## config.mk

```make
export PLATFORM = sky130hd
export DESIGN_NAME = mmio_rdc_dp
export DESIGN_NICKNAME = d
export VERILOG_FILES = /design/src/rtl/core/mmio_rdc_pkg.sv /design/src/rtl/core/mmio_rdc_dp.sv
export SDC_FILE = /design/constraint.sdc
export NUM_CORES = 2
export LEC_CHECK = 0
export BUFFER_PORTS_ARGS = -buffer_cell sky130_fd_sc_hd__buf_2
export CAP_MARGIN = 20
export CELL_PAD_IN_SITES_DETAIL_PLACEMENT = 1
export CELL_PAD_IN_SITES_GLOBAL_PLACEMENT = 1
export CORE_ASPECT_RATIO = 1.1
export CORE_MARGIN = 2
export CORE_UTILIZATION = 25
export CTS_BUF_LIST = sky130_fd_sc_hd__clkbuf_4 sky130_fd_sc_hd__clkbuf_8 sky130_fd_sc_hd__clkbuf_16
export CTS_CLUSTER_DIAMETER = 60
export DETAILED_ROUTE_END_ITERATION = 16
export MAX_ROUTING_LAYER = met4
export PLACE_DENSITY_LB_ADDON = 0.1
export SLEW_MARGIN = 40
export SYNTH_ARGS = -nofsm -noshare
export SYNTH_HDL_FRONTEND = slang
export SYNTH_SLANG_ARGS = --single-unit
```

## constraint.sdc

```tcl
create_clock -name clock -period 19.7 [get_ports clock]
set_input_delay 0.985 -clock clock [delete_from_list [all_inputs] [get_ports clock]]
set_output_delay 0.985 -clock clock [all_outputs]
set_load 0.005 [all_outputs]
```

## src/rtl/core/mmio_rdc_pkg.sv

```systemverilog
// Package for the MMIO range decoder and checker.
// Holds the operation and status codes and the controller state type.
// Used by the controller, the datapath and the top level.
package mmio_rdc_pkg;

   typedef enum logic [1:0] {
      OP_REGISTER   = 2'd0,
      OP_UNREGISTER = 2'd1,
      OP_CLEAR      = 2'd2,
      OP_ACCESS     = 2'd3
   } op_type;

   typedef enum logic [3:0] {
      ST_FORWARD    = 4'd0,
      ST_MISS       = 4'd1,
      ST_BADOP      = 4'd2,
      ST_OVERRUN    = 4'd3,
      ST_READONLY   = 4'd4,
      ST_MISALIGN   = 4'd5,
      ST_REGISTERED = 4'd6,
      ST_ALREADY    = 4'd7,
      ST_INVALID    = 4'd8,
      ST_COLLISION  = 4'd9,
      ST_FULL       = 4'd10,
      ST_REMOVED    = 4'd11,
      ST_CLEARED    = 4'd12,
      ST_NOTFOUND   = 4'd13
   } status_type;

   localparam logic [2:0] CODE_PUT_FULL    = 3'd0;
   localparam logic [2:0] CODE_PUT_PARTIAL = 3'd1;
   localparam logic [2:0] CODE_GET         = 3'd4;

   typedef enum logic [2:0] {
      S_IDLE,
      S_SCAN,
      S_MOD,
      S_FINISH,
      S_OUT
   } state_type;

   typedef struct packed {
      logic start;
      logic scan;
      logic mod_step;
      logic finish;
   } cmd_type;

   typedef struct packed {
      logic scan_last;
      logic need_mod;
      logic mod_last;
   } stat_type;

endpackage

```

## src/rtl/core/mmio_rdc_dp.sv

```systemverilog
// Datapath of the MMIO range decoder and checker: range table, scan logic,
// bit-serial remainder unit and saturating counters.
// Depends on mmio_rdc_pkg.
module mmio_rdc_dp
   import mmio_rdc_pkg::*;
#(
   parameter int TABLE_ENTRIES = 16
) (
   input  logic        clock,
   input  logic        reset,
   input  cmd_type     cmd,
   output stat_type    stat,
   input  logic [1:0]  op,
   input  logic [7:0]  device_id,
   input  logic [63:0] range_base,
   input  logic [63:0] range_size,
   input  logic        read_only,
   input  logic [15:0] align_bytes,
   input  logic [63:0] address,
   input  logic [2:0]  access_code,
   input  logic [1:0]  size_code,
   output logic [3:0]  status,
   output logic [7:0]  target_device,
   output logic        denied,
   output logic [31:0] error_total,
   output logic [31:0] read_total,
   output logic [31:0] write_total
);

   localparam int IW = (TABLE_ENTRIES > 1) ? $clog2(TABLE_ENTRIES) : 1;
   localparam logic [IW-1:0] LAST_IDX = IW'(TABLE_ENTRIES - 1);

   logic [TABLE_ENTRIES-1:0] valid_ff;
   logic [63:0] base_ff  [TABLE_ENTRIES];
   logic [63:0] end_ff   [TABLE_ENTRIES];
   logic [7:0]  dev_ff   [TABLE_ENTRIES];
   logic        ro_ff    [TABLE_ENTRIES];
   logic [15:0] align_ff [TABLE_ENTRIES];

   logic [1:0]  op_ff;
   logic [7:0]  dev_id_ff;
   logic [63:0] rbase_ff, rend_ff, addr_ff;
   logic        rro_ff, rbad_ff;
   logic [15:0] ralign_ff;
   logic [2:0]  code_ff;
   logic [1:0]  size_ff;
   logic [IW-1:0] idx_ff;
   logic        dec_found_ff, free_found_ff, hit_found_ff;
   logic [IW-1:0] dec_idx_ff, free_idx_ff, hit_idx_ff;
   logic [63:0] dec_base_ff;
   logic        dec_match_ff;
   logic [63:0] mrem_ff;
   logic [6:0]  mcnt_ff;
   logic [3:0]  status_ff;
   logic [7:0]  target_ff;
   logic        denied_ff;
   logic [31:0] err_ff, rd_ff, wr_ff;

   logic [64:0] sum;
   logic        e_valid, e_hit, e_access_hit;
   logic [64:0] mtrial;
   logic [63:0] mshift;
   logic        is_read, is_put;
   logic [63:0] last_off;
   logic [64:0] addr_last;
   status_type  st;

   assign sum = {1'b0, range_base} + {1'b0, range_size};
   assign e_valid = valid_ff[idx_ff];
   assign e_hit = e_valid && ((dev_ff[idx_ff] == dev_id_ff) ||
                  ((rbase_ff < end_ff[idx_ff]) && (base_ff[idx_ff] < rend_ff)));
   assign e_access_hit = e_valid && (addr_ff >= base_ff[idx_ff]) &&
                         (addr_ff < end_ff[idx_ff]);

   assign mshift = {mrem_ff[62:0], addr_ff[~mcnt_ff[5:0]]};
   assign mtrial = {1'b0, mshift} - {49'd0, align_ff[hit_idx_ff]};

   assign stat.scan_last = (idx_ff == LAST_IDX);
   assign stat.need_mod  = (op_ff == OP_ACCESS);
   assign stat.mod_last  = (mcnt_ff == 7'd63);

   assign is_read  = (code_ff == CODE_GET);
   assign is_put   = (code_ff == CODE_PUT_FULL) || (code_ff == CODE_PUT_PARTIAL);
   assign last_off = (64'd1 << size_ff) - 64'd1;
   assign addr_last = {1'b0, addr_ff} + {1'b0, last_off};

   always_comb begin
      st = ST_CLEARED;
      case (op_ff)
         OP_REGISTER: begin
            if (rbad_ff) st = ST_INVALID;
            else if (dec_found_ff) st = dec_match_ff ? ST_ALREADY : ST_COLLISION;
            else if (!free_found_ff) st = ST_FULL;
            else st = ST_REGISTERED;
         end
         OP_UNREGISTER: st = dec_found_ff ? ST_REMOVED : ST_NOTFOUND;
         OP_CLEAR: st = ST_CLEARED;
         default: begin
            if (!hit_found_ff) st = ST_MISS;
            else if (!is_read && !is_put) st = ST_BADOP;
            else if (addr_last[64] || (addr_last[63:0] >= end_ff[hit_idx_ff]))
               st = ST_OVERRUN;
            else if (is_put && ro_ff[hit_idx_ff]) st = ST_READONLY;
            else if ((align_ff[hit_idx_ff] > 16'd1) && (mrem_ff != 64'd0))
               st = ST_MISALIGN;
            else st = ST_FORWARD;
         end
      endcase
   end

   always_ff @(posedge clock) begin
      if (cmd.start) begin
         op_ff     <= op;
         dev_id_ff <= device_id;
         rbase_ff  <= range_base;
         rend_ff   <= sum[63:0];
         rbad_ff   <= (range_size == 64'd0) || sum[64];
         rro_ff    <= read_only;
         ralign_ff <= align_bytes;
         addr_ff   <= address;
         code_ff   <= access_code;
         size_ff   <= size_code;
         mrem_ff   <= '0;
         mcnt_ff   <= '0;
      end
      if (cmd.scan) begin
         if (e_access_hit && !hit_found_ff) hit_idx_ff <= idx_ff;
         if (!e_valid && !free_found_ff) free_idx_ff <= idx_ff;
         if (op_ff == OP_REGISTER) begin
            if (e_hit && (!dec_found_ff || base_ff[idx_ff] < dec_base_ff)) begin
               dec_idx_ff   <= idx_ff;
               dec_base_ff  <= base_ff[idx_ff];
               dec_match_ff <= (dev_ff[idx_ff] == dev_id_ff);
            end
         end else if (e_valid && (dev_ff[idx_ff] == dev_id_ff) && !dec_found_ff) begin
            dec_idx_ff <= idx_ff;
         end
      end
      if (cmd.mod_step) begin
         mrem_ff <= mtrial[64] ? mshift : mtrial[63:0];
         mcnt_ff <= mcnt_ff + 7'd1;
      end
      if (cmd.finish) begin
         status_ff <= st;
         target_ff <= '0;
         denied_ff <= 1'b0;
         if (op_ff == OP_ACCESS) begin
            denied_ff <= (st != ST_FORWARD);
            if (st == ST_FORWARD) target_ff <= dev_ff[hit_idx_ff];
         end
         if (op_ff == OP_REGISTER && st == ST_REGISTERED) begin
            base_ff[free_idx_ff]  <= rbase_ff;
            end_ff[free_idx_ff]   <= rend_ff;
            dev_ff[free_idx_ff]   <= dev_id_ff;
            ro_ff[free_idx_ff]    <= rro_ff;
            align_ff[free_idx_ff] <= ralign_ff;
         end
      end
   end

   always_ff @(posedge clock) begin
      if (reset) begin
         valid_ff      <= '0;
         idx_ff        <= '0;
         dec_found_ff  <= 1'b0;
         free_found_ff <= 1'b0;
         hit_found_ff  <= 1'b0;
         err_ff        <= '0;
         rd_ff         <= '0;
         wr_ff         <= '0;
      end else begin
         if (cmd.start) begin
            idx_ff        <= '0;
            dec_found_ff  <= 1'b0;
            free_found_ff <= 1'b0;
            hit_found_ff  <= 1'b0;
         end
         if (cmd.scan) begin
            if (!stat.scan_last) idx_ff <= idx_ff + IW'(1);
            if (e_access_hit) hit_found_ff <= 1'b1;
            if (!e_valid) free_found_ff <= 1'b1;
            if (op_ff == OP_REGISTER ? e_hit
                : (e_valid && dev_ff[idx_ff] == dev_id_ff)) dec_found_ff <= 1'b1;
         end
         if (cmd.finish) begin
            case (op_ff)
               OP_REGISTER: begin
                  if (st == ST_REGISTERED) valid_ff[free_idx_ff] <= 1'b1;
               end
               OP_UNREGISTER: begin
                  if (dec_found_ff) valid_ff[dec_idx_ff] <= 1'b0;
               end
               OP_CLEAR: valid_ff <= '0;
               default: begin
                  if (st != ST_FORWARD) begin
                     if (err_ff != 32'hFFFF_FFFF) err_ff <= err_ff + 32'd1;
                  end else if (is_read) begin
                     if (rd_ff != 32'hFFFF_FFFF) rd_ff <= rd_ff + 32'd1;
                  end else begin
                     if (wr_ff != 32'hFFFF_FFFF) wr_ff <= wr_ff + 32'd1;
                  end
               end
            endcase
         end
      end
   end

   assign status        = status_ff;
   assign target_device = target_ff;
   assign denied        = denied_ff;
   assign error_total   = err_ff;
   assign read_total    = rd_ff;
   assign write_total   = wr_ff;

endmodule
```

# Word-level counts from Yosys, hierarchy flattened
# Memories as Yosys holds them, arrays and structs flattened. A register that Yosys moved wholly into a read port is not among the register bits.
# Cells that the tools add are included.
word_totals:
  reg_bits: 497
  ramBits: 2448
  inputBits: 230
  word_cells: 175
  mem_count: 5
memory_table:
  columns: ["name", "depth", "word_bits", "rd", "rd_clocked_by_memory_dff", "write_ports", "line_no", "text"]
  rows:
  - ["base_ff", 16, 64, 1, 1, 1, "mmio_rdc_dp.sv:34", "logic [63:0] base_ff [TABLE_ENTRIES];"]
  - ["end_ff", 16, 64, 2, 2, 1, "mmio_rdc_dp.sv:35", "logic [63:0] end_ff [TABLE_ENTRIES];"]
  - ["align_ff", 16, 16, 1, 1, 1, "mmio_rdc_dp.sv:38", "logic [15:0] align_ff [TABLE_ENTRIES];"]
  - ["dev_ff", 16, 8, 2, 2, 1, "mmio_rdc_dp.sv:36", "logic [7:0] dev_ff [TABLE_ENTRIES];"]
  - ["ro_ff", 16, 1, 1, 1, 1, "mmio_rdc_dp.sv:37", "logic ro_ff [TABLE_ENTRIES];"]
op_classes:
  add_sub_neg: 9
  magnitude_cmp: 13
  eq_ne: 15
  shift: 1
  muxes: 52
  bitwise: 7
  n_reduce_logical: 46
op_table:
  columns: ["cell", "count"]
  rows:
  - ["$lt A64 B64 Y1", 4]
  - ["$mux W64", 3]
  - ["$add A64 B64 Y65", 2]
  - ["$ge A64 B64 Y1", 2]
  - ["$add A32 B1 Y32 const B", 3]
  - ["$ne A32 B32 Y1 const B", 3]
  - ["$sub A64 B16 Y65", 1]
  - ["$logic_not A64 Y1", 1]
  - ["$mux W4", 16]
  - ["$reduce_bool A64 Y1", 1]
  - ["$shl A1 B2 Y64 const A", 1]
  - ["$sub A64 B1 Y64 const B", 1]
  - ["$pmux W16 S3", 1]
  - ["$mux W16", 2]
  - ["$mux W3", 6]
  - ["$mux W1", 17]
  - ["$and A16 B16 Y16", 1]
  - ["$gt A16 B1 Y1 const B", 1]
  - ["$not A16 Y16", 1]
  - ["$or A16 B16 Y16", 1]
  - ["$logic_and A1 B1 Y1", 15]
  - ["$lt A4 B5 Y1 const B", 3]
  - ["$mux W7", 2]
  - ["$pmux W4 S3", 1]
  - ["32 further kinds", 54]

# Depth between registers and ports, before layout
depth:
  ltp_word: 14
  mapped_depth: 34
  depth_no_buf: 28

# Least setup slack after synthesis
# No wires, ideal clock.
synth_path:
  kind: "register to register"
  startpoint: "reg size_ff[1]"
  endpoint: "mem align_ff[15][0] (enable)"
  arrival_ns: 13.683
  path_slack_ns: 5.349
  path_stages_with_launch: 30
  path_buffers: 4
  path_cell_list: "edfxtp_1 > or2_2 > ha_1 > nand2b_1 > clkinv_1 > clkbuf_1 > buf_1 > buf_1 > buf_1 > ha_1 > or4_1 > and4_1 > o211ai_1 > a31oi_1 > a31oi_1 > o21ai_0 > a21oi_1 > o21ai_0 > xor2_1 > ha_1 > a21o_1 > a21o_1 > a21oi_1 > o22ai_1 > or4_1 > a211o_1 > o31ai_4 > and4_1 > nand3_1 > nor2_1"
synth_between:
  elab_chain_len: 14
synth_lines:
  columns: ["element", "line_no", "text"]
  rows:
  - ["from (decl)", "mmio_rdc_dp.sv:46", "logic [1:0] size_ff;"]
  - ["from (signal assigned)", "mmio_rdc_dp.sv:122", "size_ff <= size_code;"]
  - ["$shl A1 B2 Y64 (*)", "mmio_rdc_dp.sv:84", "assign last_off = (64'd1 << size_ff) - 64'd1;"]
  - ["$sub A64 B1 Y64 (*)", "mmio_rdc_dp.sv:84", null]
  - ["$add A64 B64 Y65 (*)", "mmio_rdc_dp.sv:85", "assign addr_last = {1'b0, addr_ff} + {1'b0, last_off};"]
  - ["$ge A64 B64 Y1", "mmio_rdc_dp.sv:101", "else if (addr_last[64] || (addr_last[63:0] >= end_ff[hit_idx_ff]))"]
  - ["$logic_or A1 B1 Y1 (*)", "mmio_rdc_dp.sv:101", null]
  - ["$mux W3 (*)", "mmio_rdc_dp.sv:101", null]
  - ["$mux W3 (*)", "mmio_rdc_dp.sv:100", "else if (!is_read && !is_put) st = ST_BADOP;"]
  - ["$mux W3 (*)", "mmio_rdc_dp.sv:99", "if (!hit_found_ff) st = ST_MISS;"]
  - ["$pmux W4 S3 (*)", "mmio_rdc_dp.sv:89", "case (op_ff)"]
  - ["$eq A4 B3 Y1 (*)", "mmio_rdc_dp.sv:151", "if (op_ff == OP_REGISTER && st == ST_REGISTERED) begin"]
  - ["$logic_and A1 B1 Y1 (*)", "mmio_rdc_dp.sv:151", null]
  - ["$mux W1 (*)", "mmio_rdc_dp.sv:151", null]
  - ["$mux W1 (*)", "mmio_rdc_dp.sv:143", "if (cmd.finish) begin"]
  - ["$mux W1 (implied by the code) (*)", "mmio_rdc_dp.sv:156", "align_ff[free_idx_ff] <= ralign_ff;"]
  - ["to (decl)", "mmio_rdc_dp.sv:38", null]
# Mark *: on every way between the ends. The rest lies on a longest branch, timed or not.

# Worst setup path in the final report
layout_path:
  startpoint: "reg size_ff[1]"
  endpoint: "mem base_ff[15][7] (enable)"
layout_between:
  elab_chain_len: 14
layout_lines:
  columns: ["element", "line_no", "text"]
  rows:
  - ["$shl A1 B2 Y64 (*)", "mmio_rdc_dp.sv:84", null]
  - ["$sub A64 B1 Y64 (*)", "mmio_rdc_dp.sv:84", null]
  - ["$add A64 B64 Y65 (*)", "mmio_rdc_dp.sv:85", null]
  - ["$ge A64 B64 Y1", "mmio_rdc_dp.sv:101", null]
  - ["$logic_or A1 B1 Y1 (*)", "mmio_rdc_dp.sv:101", null]
  - ["$mux W3 (*)", "mmio_rdc_dp.sv:101", null]
  - ["$mux W3 (*)", "mmio_rdc_dp.sv:100", null]
  - ["$mux W3 (*)", "mmio_rdc_dp.sv:99", null]
  - ["$pmux W4 S3 (*)", "mmio_rdc_dp.sv:89", null]
  - ["$eq A4 B3 Y1 (*)", "mmio_rdc_dp.sv:151", null]
  - ["$logic_and A1 B1 Y1 (*)", "mmio_rdc_dp.sv:151", null]
  - ["$mux W1 (*)", "mmio_rdc_dp.sv:151", null]
  - ["$mux W1 (*)", "mmio_rdc_dp.sv:143", null]
  - ["$mux W1 (implied by the code) (*)", "mmio_rdc_dp.sv:152", "base_ff[free_idx_ff] <= rbase_ff;"]
  - ["to (decl)", "mmio_rdc_dp.sv:34", null]
# Marks and branches as above.

==> results.sh <==
export IMPL_status="finished clean"
export IMPL_reg2reg_slack_ns=8.03
export IMPL_core_region_area_um2=548000
export IMPL_first_pass_iters=7
export IMPL_layout_common_cells="2834 x edfxtp_1, 1118 x mux4_2, 518 x ha_1"
export IMPL_dp_cells=15400
export IMPL_worst_pin_slew_ns=0.972
export IMPL_worst_path_largest_cell_delay_ns=0.69
export IMPL_ys_ff_latch=2957
export IMPL_route_detailed_drc=0
export IMPL_ys_warn_count=0
export IMPL_num_rows=285
export IMPL_layout_commonest_cell="edfxtp_1"
export IMPL_yosys_top_cells_area="edfxtp_1 62%, mux4_2 18%, ha_1 4.7%, dfxtp_1 1.8%, inv_1 1.1%"
export IMPL_reg2regPathDepth=30
export IMPL_synth_compound_area_share_pct=4.77
export IMPL_ctsResizeCount=0
export IMPL_use_met2_pct=31.8
export IMPL_ctsHoldBuffers=0
export IMPL_vias_per_cell=4.90
export IMPL_power_density_nw_per_um2=97.3
export IMPL_critPathSlowestCell="nor2_4"
export IMPL_avgSynthCellArea_um2=17.6
export IMPL_synth_distinct_cells=86
export IMPL_hold_depth=1
export IMPL_synth_top_family_by_area="multiplexers"
export IMPL_clockBufferDepth=4
export IMPL_r2r_end="base_ff[15][7]"
export IMPL_gp_congestion=0.820
export IMPL_grt_usage_pct=18.9
export IMPL_synthAdderAreaFrac_pct=4.80
export IMPL_startpoint_type="flop"
export IMPL_grt_max_degree=98
export IMPL_nNetsFinal=9233
export IMPL_cts_setup_buffers=0
export IMPL_pwr_share_comb_pct=8.2
export IMPL_netSwitchingPower_mw=4.03
export IMPL_ant_nets=0
export IMPL_arrival_ns=12.28
export IMPL_top_usage_layer="met2"
export IMPL_synthMuxAreaShare_pct=18.9
export IMPL_dieArea_um2=556000
export IMPL_synth_edf_count=2834
export IMPL_drive_gt1_share_pct=28.7
export IMPL_layout_cells_non_filler=16100
export IMPL_max_freq_mhz=85.7
export IMPL_tns_ns=0
export IMPL_cts_clk_slew_worst_paths_ns=0.06
export IMPL_fin_total_pwr_mw=15.9
export IMPL_cts_tree="yes"
export IMPL_cpMostUsedCell="buf_4"
export IMPL_peakVddDrop_v=0.0000742
export IMPL_async_flop_share_pct=0
export IMPL_rsz0062_at_grt="no"
export IMPL_hold_end="ralign_ff[7]"
export IMPL_ys_flop_type="edfxtp_1"
export IMPL_drv_cap=0
export IMPL_io_buffers=341
export IMPL_worst_ep_required_time_ns=20.31
export IMPL_endpoint_kind="flop"
export IMPL_syn_inst=7814
export IMPL_pwr_share_clk_pct=45.8
export IMPL_syn_area_um2=137000
export IMPL_dp_hpwl_um=349000
export IMPL_die_h_um=782
export IMPL_clk_latency_ns=1.02
export IMPL_initial_core_util_pct=25.1
export IMPL_synthXorXnorAreaFrac_pct=1.31
export IMPL_internal_power_mw=11.9
export IMPL_seq_area_frac_synth_pct=63.7
export IMPL_cts_root_buffer="clkbuf_16"
export IMPL_synth_top_area_share_pct=61.9
export IMPL_period_share_pct=59.2
export IMPL_seqPwrFrac_pct=46.0
export IMPL_clkSinkCount=2957
export IMPL_pin_count=342
export IMPL_cts_buffers=393
export IMPL_yosys_area_share_simple_pct=4.48
export IMPL_crit_type="flop to flop"
export IMPL_drtIter0Drc=6293
export IMPL_fin_crit_ns=11.67
export IMPL_setup_viol=0
export IMPL_htree_levels=5
export IMPL_antenna_found_initial=45
export IMPL_die_x_um=711
export IMPL_globalRouteOverflowTotal=0
export IMPL_slew_violations=0
export IMPL_grt_pass1_wl_um=719000
export IMPL_first_global_vias=85900
export IMPL_grt_use_met1_pct=24.9
export IMPL_path_max_fanout=55
export IMPL_min_from="align_bytes[7]"
export IMPL_vias=79100
export IMPL_yosysTopAreaCell="edfxtp_1"
export IMPL_p_leak_nw=54.5
export IMPL_hold_violations=0
export IMPL_area_delta_synth_final_pct=18.9
export IMPL_wl_per_cell_um=32.1
export IMPL_p_sw_share_pct=25.3
export IMPL_r2r_start="size_ff[1]"
export IMPL_hold_class="input port to flop"
export IMPL_routed_wl_um=519000
export IMPL_skew_ns=0.0795
export IMPL_relSlewSlack_pct=35.2
export IMPL_use_met3_pct=2.26
## logic make-up after synthesis
logic type,count (synthesis)
adders and majority gates,527
buffers and inverters,757
DFF,2957
muxes,1187
other,1
AOI/OAI and AO/OA,1008
and+or+nand+nor,1172
xor gates and xnor gates,205
## state kept, by name, indices dropped and copies added (netlist names), 7 cells and up, named ones only
signal         flops
dev_id_ff          8
base_ff         1024
align_ff         256
ro_ff             16
rbase_ff          64
error_total       32
write_total       32
mrem_ff           64
dec_base_ff       64
mcnt_ff            7
valid_ff          16
end_ff          1024
read_total        32
addr_ff           64
ralign_ff         16
dev_ff           128
target_device      8
rend_ff           64
## worst max-delay path: cells and delay by family, from the launching register on
family / cells / cell delay (ns)
flip-flops: 1 / 0.48
XOR/XNOR: 1 / 0.11
AND/OR/NAND/NOR: 10 / 3.38
AO/OA/AOI/OAI: 11 / 3.84
adder cells (fa/ha/maj): 3 / 0.90
buffers and inverters: 5 / 2.32
## final cells by class
| class | count | area, um2 |
|---|---|---|
| antenna | 16 | 40.0 |
| clock buffer | 472 | 10500 |
| clock inverter | 248 | 2630 |
| fill | 56400 | 384000 |
| inverter | 400 | 1500 |
| multi-input combinational | 4129 | 47500 |
| sequential | 2957 | 87600 |
| tap | 7318 | 9160 |
| timing repair buffer | 600 | 4510 |
## cell usage after synthesis, drive strengths merged, types with 32 or more instances
cell,n
a21o,171
a31oi,33
nor4,52
nand4,126
nor2b,70
clkbuf,250
o21ai,192
mux2,37
and2,73
nand2,234
buf,107
a211oi,37
xor2,70
mux2i,32
and3,46
ha,519
xnor2,135
nand2b,41
nand3,100
or3,40
edfxtp,2834
nor2,231
inv,399
nor3,61
dfxtp,123
mux4,1118
o21a,34
a21oi,290
## worst max path at each step
stage | slack (ns) | depth (start not counted) | from | endpoint
2_1_floorplan | 5.35 | 29 | size_ff[1] | align_ff[15][0]
6_report | 8.03 | 30 | size_ff[1] | base_ff[15][7]
5_1_grt | 7.37 | 32 | size_ff[1] | end_ff[10][6]
3_5_place_dp | 8.00 | 30 | size_ff[1] | base_ff[15][4]
4_1_cts | 7.92 | 30 | size_ff[1] | base_ff[15][4]
3_3_place_gp | 7.89 | 32 | size_ff[1] | base_ff[1][14]
## metrics by stage
| stage | setup slack (ns) | hold WS, ns | utilization [%] | area, um2 |
|---|---|---|---|---|
| after CTS | 7.92 | 0.0278 | 29.8 | 163000 |
| after detailed placement | 8.00 | 0.467 | 27.4 | 150000 |
| final | 8.03 | 0.164 | 29.8 | 163000 |
| after floorplan | 5.35 | 0.441 | - | 138000 |
| after global placement | 7.89 | 0.464 | 27.2 | 149000 |
| after global routing | 7.37 | 0.0898 | 29.8 | 163000 |
## power by group through the flow
stage	clock network [mW]	logic [mW]	registers, mW
5_1_grt	7.71	1.43	7.34
4_1_cts	7.50	1.31	7.34
3_5_place_dp	0	1.30	7.47
2_1_floorplan	0	0.766	7.33
3_3_place_gp	0	1.25	7.49
6_report	7.28	1.30	7.32
## routing by layer
layer	vias to the layer above	part of all wire [%]
li1	33500	-
met3	501	4.3
met2	1816	50
met4	0	1.7
met5	-	0
met1	43300	44
Power figures use the tool's default switching activity.
